$ cat config.mk
export PLATFORM = sky130hd
export DESIGN_NAME = ps2_mouse_packet_cursor_flat
export DESIGN_NICKNAME = d
export VERILOG_FILES = /design/src/rtl/ps2mpc_pkg.sv /design/src/rtl/ps2mpc_ifs.sv /design/src/rtl/ps2mpc_axis_move.sv /design/src/rtl/ps2_mouse_packet_cursor.sv /design/src/flat_wrapper.sv
export SDC_FILE = /design/constraint.sdc
export NUM_CORES = 1
export LEC_CHECK = 0
export ABC_AREA = 1
export BUFFER_PORTS_ARGS = -buffer_cell sky130_fd_sc_hd__buf_2
export CELL_PAD_IN_SITES_DETAIL_PLACEMENT = 2
export CELL_PAD_IN_SITES_GLOBAL_PLACEMENT = 2
export CORE_MARGIN = 2
export CORE_UTILIZATION = 35
export CTS_CLUSTER_SIZE = 28
export DETAILED_ROUTE_END_ITERATION = 10
export HOLD_SLACK_MARGIN = 0.1
export PLACE_DENSITY_LB_ADDON = 0.05
export SETUP_SLACK_MARGIN = 0.15
export SYNTH_ARGS = -nofsm -noshare
export SYNTH_HDL_FRONTEND = slang
export SYNTH_HIERARCHICAL = 1
export SYNTH_SLANG_ARGS = --single-unit
export TNS_END_PERCENT = 5
$ cat constraint.sdc
create_clock -name clk -period 4.6 [get_ports clk]
set_input_delay 0 -clock clk [delete_from_list [all_inputs] [get_ports clk]]
set_output_delay 0 -clock clk [all_outputs]
set_load 0.03 [all_outputs]
$ cat src/rtl/ps2mpc_pkg.sv
// Shared types and constants for the PS/2 mouse packet cursor block.
// No dependencies; the interfaces, the top level and the checker refer to it by scoped name.
`default_nettype none

package ps2mpc_pkg;

  localparam int POS_BITS_DEF = 10;
  localparam int CFG_W        = 10;
  localparam int CFG_IDX_W    = 2;
  localparam int OUT_POS_W    = 10;
  localparam int DELTA_W      = 9;

  // Configuration register indexes.
  localparam logic [CFG_IDX_W-1:0] CFG_X_LIMIT = 2'd0;
  localparam logic [CFG_IDX_W-1:0] CFG_Y_LIMIT = 2'd1;
  localparam logic [CFG_IDX_W-1:0] CFG_HOME_X  = 2'd2;
  localparam logic [CFG_IDX_W-1:0] CFG_HOME_Y  = 2'd3;

  // Register values after reset.
  localparam logic [CFG_W-1:0] RST_X_LIMIT = 10'd314;
  localparam logic [CFG_W-1:0] RST_Y_LIMIT = 10'd234;
  localparam logic [CFG_W-1:0] RST_HOME_X  = 10'd160;
  localparam logic [CFG_W-1:0] RST_HOME_Y  = 10'd120;

  // Header byte bit positions.
  localparam int HDR_LEFT  = 0;
  localparam int HDR_RIGHT = 1;
  localparam int HDR_MARK  = 3;
  localparam int HDR_XSIGN = 4;
  localparam int HDR_YSIGN = 5;
  localparam int HDR_XOVF  = 6;
  localparam int HDR_YOVF  = 7;

  // Position of the next byte within a packet.
  typedef enum logic [1:0] {
    IDX_HEADER = 2'd0,
    IDX_X      = 2'd1,
    IDX_Y      = 2'd2
  } byte_idx_t;

endpackage

`default_nettype wire

$ cat src/rtl/ps2mpc_ifs.sv
// Valid/ready channel interfaces for the PS/2 cursor block: the received byte
// channel and the cursor result channel. Uses ps2mpc_pkg for field widths.
`default_nettype none

interface ps2mpc_rx_if;
  logic       valid;
  logic       ready;
  logic [7:0] rx_byte;

  modport source (output valid, output rx_byte, input ready);
  modport sink   (input valid, input rx_byte, output ready);
endinterface

interface ps2mpc_res_if;
  logic                                    valid;
  logic                                    ready;
  logic        [ps2mpc_pkg::OUT_POS_W-1:0] cursor_x;
  logic        [ps2mpc_pkg::OUT_POS_W-1:0] cursor_y;
  logic                                    left_button;
  logic                                    right_button;
  logic signed [ps2mpc_pkg::DELTA_W-1:0]   delta_x;
  logic signed [ps2mpc_pkg::DELTA_W-1:0]   delta_y;

  modport source (output valid, output cursor_x, output cursor_y, output left_button,
                  output right_button, output delta_x, output delta_y, input ready);
  modport sink   (input valid, input cursor_x, input cursor_y, input left_button,
                  input right_button, input delta_x, input delta_y, output ready);
endinterface

`default_nettype wire

$ cat src/rtl/ps2mpc_axis_move.sv
// One cursor axis: adds a signed step to the position and clamps to [0, limit].
// Depends on nothing but its parameter; instantiated twice by the top level.
`default_nettype none

module ps2mpc_axis_move #(
  parameter int POS_BITS = 10
) (
  input  wire logic        [POS_BITS-1:0] pos,
  input  wire logic signed [9:0]          step,
  input  wire logic        [POS_BITS-1:0] limit,
  output logic             [POS_BITS-1:0] new_pos
);

  localparam int SW = POS_BITS + 2;

  logic signed [SW-1:0] sum;
  logic signed [SW-1:0] hi;

  always_comb begin
    sum = $signed({2'b00, pos}) + SW'(step);
    hi  = $signed({2'b00, limit});
    priority if (sum < 0) begin
      new_pos = '0;
    end else if (sum > hi) begin
      new_pos = limit;
    end else begin
      new_pos = sum[POS_BITS-1:0];
    end
  end

endmodule

`default_nettype wire

$ cat src/rtl/ps2_mouse_packet_cursor.sv
// PS/2 mouse packet decoder with clamped cursor: one result word per three-byte packet.
// The third packet byte passes the input register stage, then sets the result register valid.
// Throughput: one byte per cycle; the input stalls only while a result waits unread.
// Reset (rst_n low, synchronous): input not ready, parser waits for a header, registers
// take their defaults, and the cursor sits at the default home position.
`default_nettype none

module ps2_mouse_packet_cursor #(
  parameter int POS_BITS = ps2mpc_pkg::POS_BITS_DEF
) (
  input  wire logic                             clk,
  input  wire logic                             rst_n,
  ps2mpc_rx_if.sink                             in_ch,
  ps2mpc_res_if.source                          out_ch,
  input  wire logic                             cfg_we,
  input  wire logic [ps2mpc_pkg::CFG_IDX_W-1:0] cfg_index,
  input  wire logic [ps2mpc_pkg::CFG_W-1:0]     cfg_wdata
);

  localparam int CW = ps2mpc_pkg::CFG_W;
  localparam int OW = ps2mpc_pkg::OUT_POS_W;
  localparam int DW = ps2mpc_pkg::DELTA_W;

  localparam logic [POS_BITS+CW-1:0] HOME_X_EXT = {{POS_BITS{1'b0}}, ps2mpc_pkg::RST_HOME_X};
  localparam logic [POS_BITS+CW-1:0] HOME_Y_EXT = {{POS_BITS{1'b0}}, ps2mpc_pkg::RST_HOME_Y};
  localparam logic [POS_BITS-1:0]    POS_RST_X  = HOME_X_EXT[POS_BITS-1:0];
  localparam logic [POS_BITS-1:0]    POS_RST_Y  = HOME_Y_EXT[POS_BITS-1:0];

  // Configuration registers.
  logic [CW-1:0] x_limit_r, y_limit_r;

  // Input register stage.
  logic       s1_v_r;
  logic [7:0] s1_byte_r;

  // Parser and cursor state.
  ps2mpc_pkg::byte_idx_t idx_r, idx_nxt;
  logic [7:0]            hdr_r, hdr_nxt;
  logic [7:0]            xb_r, xb_nxt;
  logic [POS_BITS-1:0]   pos_x_r, pos_x_nxt, pos_y_r, pos_y_nxt;

  // Result register.
  logic                 out_v_r, out_v_nxt;
  logic [OW-1:0]        cur_x_r, cur_y_r;
  logic                 left_r, right_r;
  logic signed [DW-1:0] dx_r, dy_r;

  logic                 adv;
  logic                 res_fire;
  logic signed [DW-1:0] dx, dy;
  logic signed [9:0]    step_x, step_y;
  logic [POS_BITS-1:0]  lim_x, lim_y, mv_x, mv_y;
  logic [POS_BITS+CW-1:0] lim_x_ext, lim_y_ext;
  logic [POS_BITS+OW-1:0] pos_x_ext, pos_y_ext;

  // The staged byte moves on when the result register can take whatever it makes.
  assign adv         = s1_v_r && (!out_v_r || out_ch.ready);
  assign in_ch.ready = rst_n && (!s1_v_r || adv);

  always_ff @(posedge clk) begin
    if (!rst_n) begin
      x_limit_r <= ps2mpc_pkg::RST_X_LIMIT;
      y_limit_r <= ps2mpc_pkg::RST_Y_LIMIT;
    end else if (cfg_we) begin
      unique case (cfg_index)
        ps2mpc_pkg::CFG_X_LIMIT: x_limit_r <= cfg_wdata;
        ps2mpc_pkg::CFG_Y_LIMIT: y_limit_r <= cfg_wdata;
        // The cursor takes the default home position at reset and the home indexes have
        // no registers, so a home write never shows.
        ps2mpc_pkg::CFG_HOME_X, ps2mpc_pkg::CFG_HOME_Y: ;
      endcase
    end
  end

  always_ff @(posedge clk) begin
    if (!rst_n) begin
      s1_v_r <= 1'b0;
    end else if (in_ch.ready) begin
      s1_v_r <= in_ch.valid;
    end
  end

  always_ff @(posedge clk) begin
    if (in_ch.valid && in_ch.ready) begin
      s1_byte_r <= in_ch.rx_byte;
    end
  end

  always_comb begin
    lim_x_ext = {{POS_BITS{1'b0}}, x_limit_r};
    lim_y_ext = {{POS_BITS{1'b0}}, y_limit_r};
    lim_x     = lim_x_ext[POS_BITS-1:0];
    lim_y     = lim_y_ext[POS_BITS-1:0];
    dx        = hdr_r[ps2mpc_pkg::HDR_XOVF] ? '0 : $signed({hdr_r[ps2mpc_pkg::HDR_XSIGN], xb_r});
    dy        = hdr_r[ps2mpc_pkg::HDR_YOVF] ? '0
                : $signed({hdr_r[ps2mpc_pkg::HDR_YSIGN], s1_byte_r});
    step_x    = 10'(dx);
    // Screen y grows downward, so upward mouse motion decreases the cursor y.
    step_y    = -(10'(dy));
  end

  ps2mpc_axis_move #(.POS_BITS(POS_BITS)) u_move_x (
    .pos     (pos_x_r),
    .step    (step_x),
    .limit   (lim_x),
    .new_pos (mv_x)
  );

  ps2mpc_axis_move #(.POS_BITS(POS_BITS)) u_move_y (
    .pos     (pos_y_r),
    .step    (step_y),
    .limit   (lim_y),
    .new_pos (mv_y)
  );

  always_ff @(posedge clk) begin
    if (!rst_n) begin
      idx_r   <= ps2mpc_pkg::IDX_HEADER;
      hdr_r   <= '0;
      xb_r    <= '0;
      pos_x_r <= POS_RST_X;
      pos_y_r <= POS_RST_Y;
      out_v_r <= 1'b0;
    end else begin
      idx_r   <= idx_nxt;
      hdr_r   <= hdr_nxt;
      xb_r    <= xb_nxt;
      pos_x_r <= pos_x_nxt;
      pos_y_r <= pos_y_nxt;
      out_v_r <= out_v_nxt;
    end
  end

  always_comb begin
    idx_nxt   = idx_r;
    hdr_nxt   = hdr_r;
    xb_nxt    = xb_r;
    pos_x_nxt = pos_x_r;
    pos_y_nxt = pos_y_r;
    res_fire  = 1'b0;
    if (adv) begin
      unique case (idx_r)
        ps2mpc_pkg::IDX_X: begin
          xb_nxt  = s1_byte_r;
          idx_nxt = ps2mpc_pkg::IDX_Y;
        end
        ps2mpc_pkg::IDX_Y: begin
          pos_x_nxt = mv_x;
          pos_y_nxt = mv_y;
          res_fire  = 1'b1;
          idx_nxt   = ps2mpc_pkg::IDX_HEADER;
        end
        default: begin
          // A header without its marker bit is dropped to regain packet alignment.
          if (s1_byte_r[ps2mpc_pkg::HDR_MARK]) begin
            hdr_nxt = s1_byte_r;
            idx_nxt = ps2mpc_pkg::IDX_X;
          end else begin
            idx_nxt = ps2mpc_pkg::IDX_HEADER;
          end
        end
      endcase
    end
    if (res_fire) begin
      out_v_nxt = 1'b1;
    end else if (out_ch.ready) begin
      out_v_nxt = 1'b0;
    end else begin
      out_v_nxt = out_v_r;
    end
  end

  always_comb begin
    pos_x_ext = {{OW{1'b0}}, mv_x};
    pos_y_ext = {{OW{1'b0}}, mv_y};
  end

  always_ff @(posedge clk) begin
    if (res_fire) begin
      cur_x_r <= pos_x_ext[OW-1:0];
      cur_y_r <= pos_y_ext[OW-1:0];
      left_r  <= hdr_r[ps2mpc_pkg::HDR_LEFT];
      right_r <= hdr_r[ps2mpc_pkg::HDR_RIGHT];
      dx_r    <= dx;
      dy_r    <= dy;
    end
  end

  assign out_ch.valid        = out_v_r;
  assign out_ch.cursor_x     = cur_x_r;
  assign out_ch.cursor_y     = cur_y_r;
  assign out_ch.left_button  = left_r;
  assign out_ch.right_button = right_r;
  assign out_ch.delta_x      = dx_r;
  assign out_ch.delta_y      = dy_r;

endmodule

`default_nettype wire

$ cat src/flat_wrapper.sv
// flat-port wrapper written by rule: the top's interface ports become plain ports
module ps2_mouse_packet_cursor_flat 
#(
  parameter int POS_BITS = ps2mpc_pkg::POS_BITS_DEF
)
  (clk, rst_n, cfg_we, cfg_index, cfg_wdata, in_ch_valid, in_ch_rx_byte, in_ch_ready, out_ch_valid, out_ch_cursor_x, out_ch_cursor_y, out_ch_left_button, out_ch_right_button, out_ch_delta_x, out_ch_delta_y, out_ch_ready);
  ps2mpc_rx_if in_ch_i ();
  ps2mpc_res_if out_ch_i ();
  input  wire logic clk;
  input  wire logic rst_n;
  input  wire logic cfg_we;
  input  wire logic [ps2mpc_pkg::CFG_IDX_W-1:0] cfg_index;
  input  wire logic [ps2mpc_pkg::CFG_W-1:0] cfg_wdata;
  input wire logic [$bits(in_ch_i.valid)-1:0] in_ch_valid;
  input wire logic [$bits(in_ch_i.rx_byte)-1:0] in_ch_rx_byte;
  output wire logic [$bits(in_ch_i.ready)-1:0] in_ch_ready;
  output wire logic [$bits(out_ch_i.valid)-1:0] out_ch_valid;
  output wire logic [$bits(out_ch_i.cursor_x)-1:0] out_ch_cursor_x;
  output wire logic [$bits(out_ch_i.cursor_y)-1:0] out_ch_cursor_y;
  output wire logic [$bits(out_ch_i.left_button)-1:0] out_ch_left_button;
  output wire logic [$bits(out_ch_i.right_button)-1:0] out_ch_right_button;
  output wire logic [$bits(out_ch_i.delta_x)-1:0] out_ch_delta_x;
  output wire logic [$bits(out_ch_i.delta_y)-1:0] out_ch_delta_y;
  input wire logic [$bits(out_ch_i.ready)-1:0] out_ch_ready;
  assign in_ch_i.valid = in_ch_valid;
  assign in_ch_i.rx_byte = in_ch_rx_byte;
  assign in_ch_ready = in_ch_i.ready;
  assign out_ch_valid = out_ch_i.valid;
  assign out_ch_cursor_x = out_ch_i.cursor_x;
  assign out_ch_cursor_y = out_ch_i.cursor_y;
  assign out_ch_left_button = out_ch_i.left_button;
  assign out_ch_right_button = out_ch_i.right_button;
  assign out_ch_delta_x = out_ch_i.delta_x;
  assign out_ch_delta_y = out_ch_i.delta_y;
  assign out_ch_i.ready = out_ch_ready;
  ps2_mouse_packet_cursor #(.POS_BITS(POS_BITS)) u_core (.clk(clk), .rst_n(rst_n), .in_ch(in_ch_i), .out_ch(out_ch_i), .cfg_we(cfg_we), .cfg_index(cfg_index), .cfg_wdata(cfg_wdata));
endmodule
==> flow_summary.json <==
{
  "nets": 956,
  "grt.total_usage_pct": 21.9,
  "hold_class": "input pin to flop",
  "worstReg2RegEnd": "u_core/pos_y_r[1]$_SDFFE_PN0P_",
  "ys.flop_type": "dfxtp_1",
  "initial_core_util_pct": 35.9,
  "grt_antenna_before_repair": 0,
  "synth_cell_types": 39,
  "fin_crit_sh_pct": 88.5,
  "cp_num_cells": 26,
  "clockBufferDepth": 2,
  "insertion_delay_ns": 0.36,
  "worst_path_most_repeated_cell": "nand2_1",
  "critical-path-max-stage-delay_ns": 0.49,
  "whs_ns": 0.118,
  "grt_pass1_wl_microns": 31300,
  "port_buffers": 66,
  "cts_buffers": 9,
  "grt_pass1_vias": 5879,
  "htreeDepth": 3,
  "fp.dieW_microns": 137,
  "drive_above_1_share_pct": 17.2,
  "drv_cap": 0,
  "synth.cell_area_sq_um": 6210,
  "rr_startpoint": "u_core/s1_byte_r[1]$_DFFE_PP_",
  "critPathTopFamily": "simple AND/OR/NAND/NOR gates",
  "die_area_sq_um": 18800,
  "wl_per_cell_microns": 17.5,
  "syn_to_final_growth_pct": 17.6,
  "regToRegSetupSlack_ns": 0.53,
  "dpl.cell_count": 1076,
  "crit_buf_inv": 3,
  "seqCellArea_sq_um": 2600,
  "drt_iter0_drc": 209,
  "n_fill_cell": 2025,
  "crit_fanout": 10,
  "setup.worst_path.start": "u_core/s1_byte_r[1]$_DFFE_PP_",
  "yosys.area.top_type": "edfxtp_1",
  "root_buffer": "clkbuf_16",
  "cp_data_arrival_time_ns": 4.37,
  "clkTransAtPathRegs_ns": 0.07,
  "powerDensity_nw_per_um2": 300,
  "synth-edff-count": 48,
  "critPathKind": "flop to flop",
  "p_total_w": 0.00219,
  "drtAntennaViolNets": 0,
  "r2r_cells": 26,
  "stdcell_count": 1114,
  "vias": 5385,
  "tightestPinTransition_ns": 0.700,
  "rows": 48,
  "clock-sinks": 106,
  "clock_skew_ns": 0.00858,
  "vdd_drop_max_uv": 168,
  "maxSlewViolCount": 0,
  "fin_tns_setup_ns": 0,
  "cp-start-kind": "flop",
  "hpwl_microns": 14900,
  "grt_max_degree": 44,
  "crit_end": "u_core/pos_y_r[1]$_SDFFE_PN0P_",
  "num_io_pins": 67,
  "min_period_ns": 4.07,
  "synth_seq_area_share_pct": 41.9,
  "most-common-layout-cells": "nand2_1, inv_1, nor2_1",
  "cts_tree": "yes",
  "netlist_instances": 797,
  "synth_seq_cells": 106,
  "yosysTopAreaCellShare_pct": 23.2,
  "relSlewSlack_pct": 53.1,
  "layout_commonest_cell": "nand2_1",
  "p_leak_nw": 3.68,
  "gp_congestion": 0.857,
  "required_ns": 4.90,
  "synth.area.top_cells": "edfxtp_1, dfxtp_1, nand2_1, ha_1, inv_1",
  "syn_area_per_cell_sq_um": 7.79,
  "coreArea_sq_um": 17300,
  "vias_per_cell": 4.83,
  "grt-ovfl-total": 0,
  "synth_nets": 869,
  "status": "complete, no violations",
  "multi_input_area_sq_um": 2980,
  "yosysWarningCount": 6,
  "dr.pass1.iters": 4,
  "hold_viol": 0,
  "worst_path_max_delay_cell": "edfxtp_1",
  "rsz0062_at_grt": "no",
  "routed_wl_microns": 19500,
  "synth-async-reset-ratio_pct": 0,
  "setup_viol": 0,
  "n_antenna_cell": 0,
  "die_h_microns": 137,
  "hold_start": "cfg_index[0]",
  "end_kind": "flop",
  "fmax_mhz": 246,
  "drcViolationCount": 0
}
-- synth_stat cells, types with 10 or more instances --
cell      number
a21oi_1       30
clkbuf_1      10
dfxtp_1       58
edfxtp_1      48
ha_1          45
inv_1        142
nand2_1      189
nand2_2       12
nand3_1       42
nor2_1        98
o21ai_0       12
o21ai_1       22
xor2_1        13
-- worst min-delay path, cell delays in order --
cell and delay [ns]:
buf_2 0.09, nor3_1 0.04, buf_4 0.16, nand2_1 0.06
nand3_1 0.06
-- timing repair --
| item | 4_1_cts | 5_1_grt |
|---|---|---|
| setup endpoints to repair | 0 | 20 |
| setup buffers | 0 | 2 |
| resized for setup | 0 | 8 |
| endpoints found under the hold margin | 29 | 0 |
| hold buffers | 20 | 0 |
-- per-stage QoR --
step                      worst slack (ns)  cell area (sq um)  utilization, %
after floorplan                       1.21               6210               -
after global routing                 0.175               7310            42.2
final                                0.529               7310            42.2
after global placement               0.563               6780            39.2
after detailed placement             0.394               6780            39.2
after CTS                            0.359               7260            42.0
-- power by group --
| group | switching, W | total [W] | internal [W] |
|---|---|---|---|
| clock network | 0.000378 | 0.000751 | 0.000373 |
| registers | 0.0000202 | 0.00103 | 0.00101 |
| logic | 0.000274 | 0.000415 | 0.000141 |
-- area by class of cell --
cell class	instances	share of cell area (%)
Multi-Input combinational cell	519	40.8
Sequential cell	106	35.6
Inverter	156	8.05
Timing Repair Buffer	92	7.88
Tap cell	225	3.85
Clock buffer	9	3.08
Clock inverter	7	0.719
-- routing by layer --
| metal | wire, microns | vias to the layer above | share of wire [%] | track usage (%) |
|---|---|---|---|---|
| li1 | - | 2660 | - | - |
| met1 | 8130 | 2655 | 42 | 25.1 |
| met2 | 10700 | 47 | 55 | 42.0 |
| met3 | 353 | 23 | 1.8 | 3.46 |
| met4 | 359 | 0 | 1.8 | 5.90 |
| met5 | 0 | - | 0 | 0 |
-- kinds of logic (layout without fill, tap and decap cells) --
family | after synthesis | count (layout) | synth area share, %
simple gates | 372 | 372 | 27.5
buf+inv | 172 | 264 | 10.7
flops | 106 | 106 | 41.9
compound gates | 83 | 83 | 7.84
fa+ha+maj | 47 | 47 | 9.71
xor+xnor | 17 | 17 | 2.40
-- worst min path at each step --
stage | to | cells past startpoint
after floorplan | u_core/s1_byte_r[0]$_DFFE_PP_ | 0
after global placement | u_core/s1_byte_r[0]$_DFFE_PP_ | 1
after detailed placement | u_core/s1_byte_r[3]$_DFFE_PP_ | 1
after CTS | u_core/lim_x[3]$_SDFFE_PN1P_ | 5
after global routing | u_core/lim_x[1]$_SDFFE_PN1P_ | 5
final | u_core/lim_x[3]$_SDFFE_PN1P_ | 5
-- flip-flops by register name, indices dropped and copies added, names as in the netlist --
register	cells
u_core/lim_y	10
u_core/idx_r	2
u_core/out_ch.cursor_y	10
u_core/out_ch.cursor_x	10
u_core/out_ch.delta_x	9
u_core/hdr_r	6
u_core/s1_v_r	1
u_core/lim_x	10
u_core/out_ch.valid	1
u_core/pos_x_r	10
u_core/xb_r	8
u_core/out_ch.delta_y	9
u_core/out_ch.left_button	1
u_core/s1_byte_r	8
u_core/out_ch.right_button	1
u_core/pos_y_r	10
Note: power is estimated with default switching activity, not from simulation.
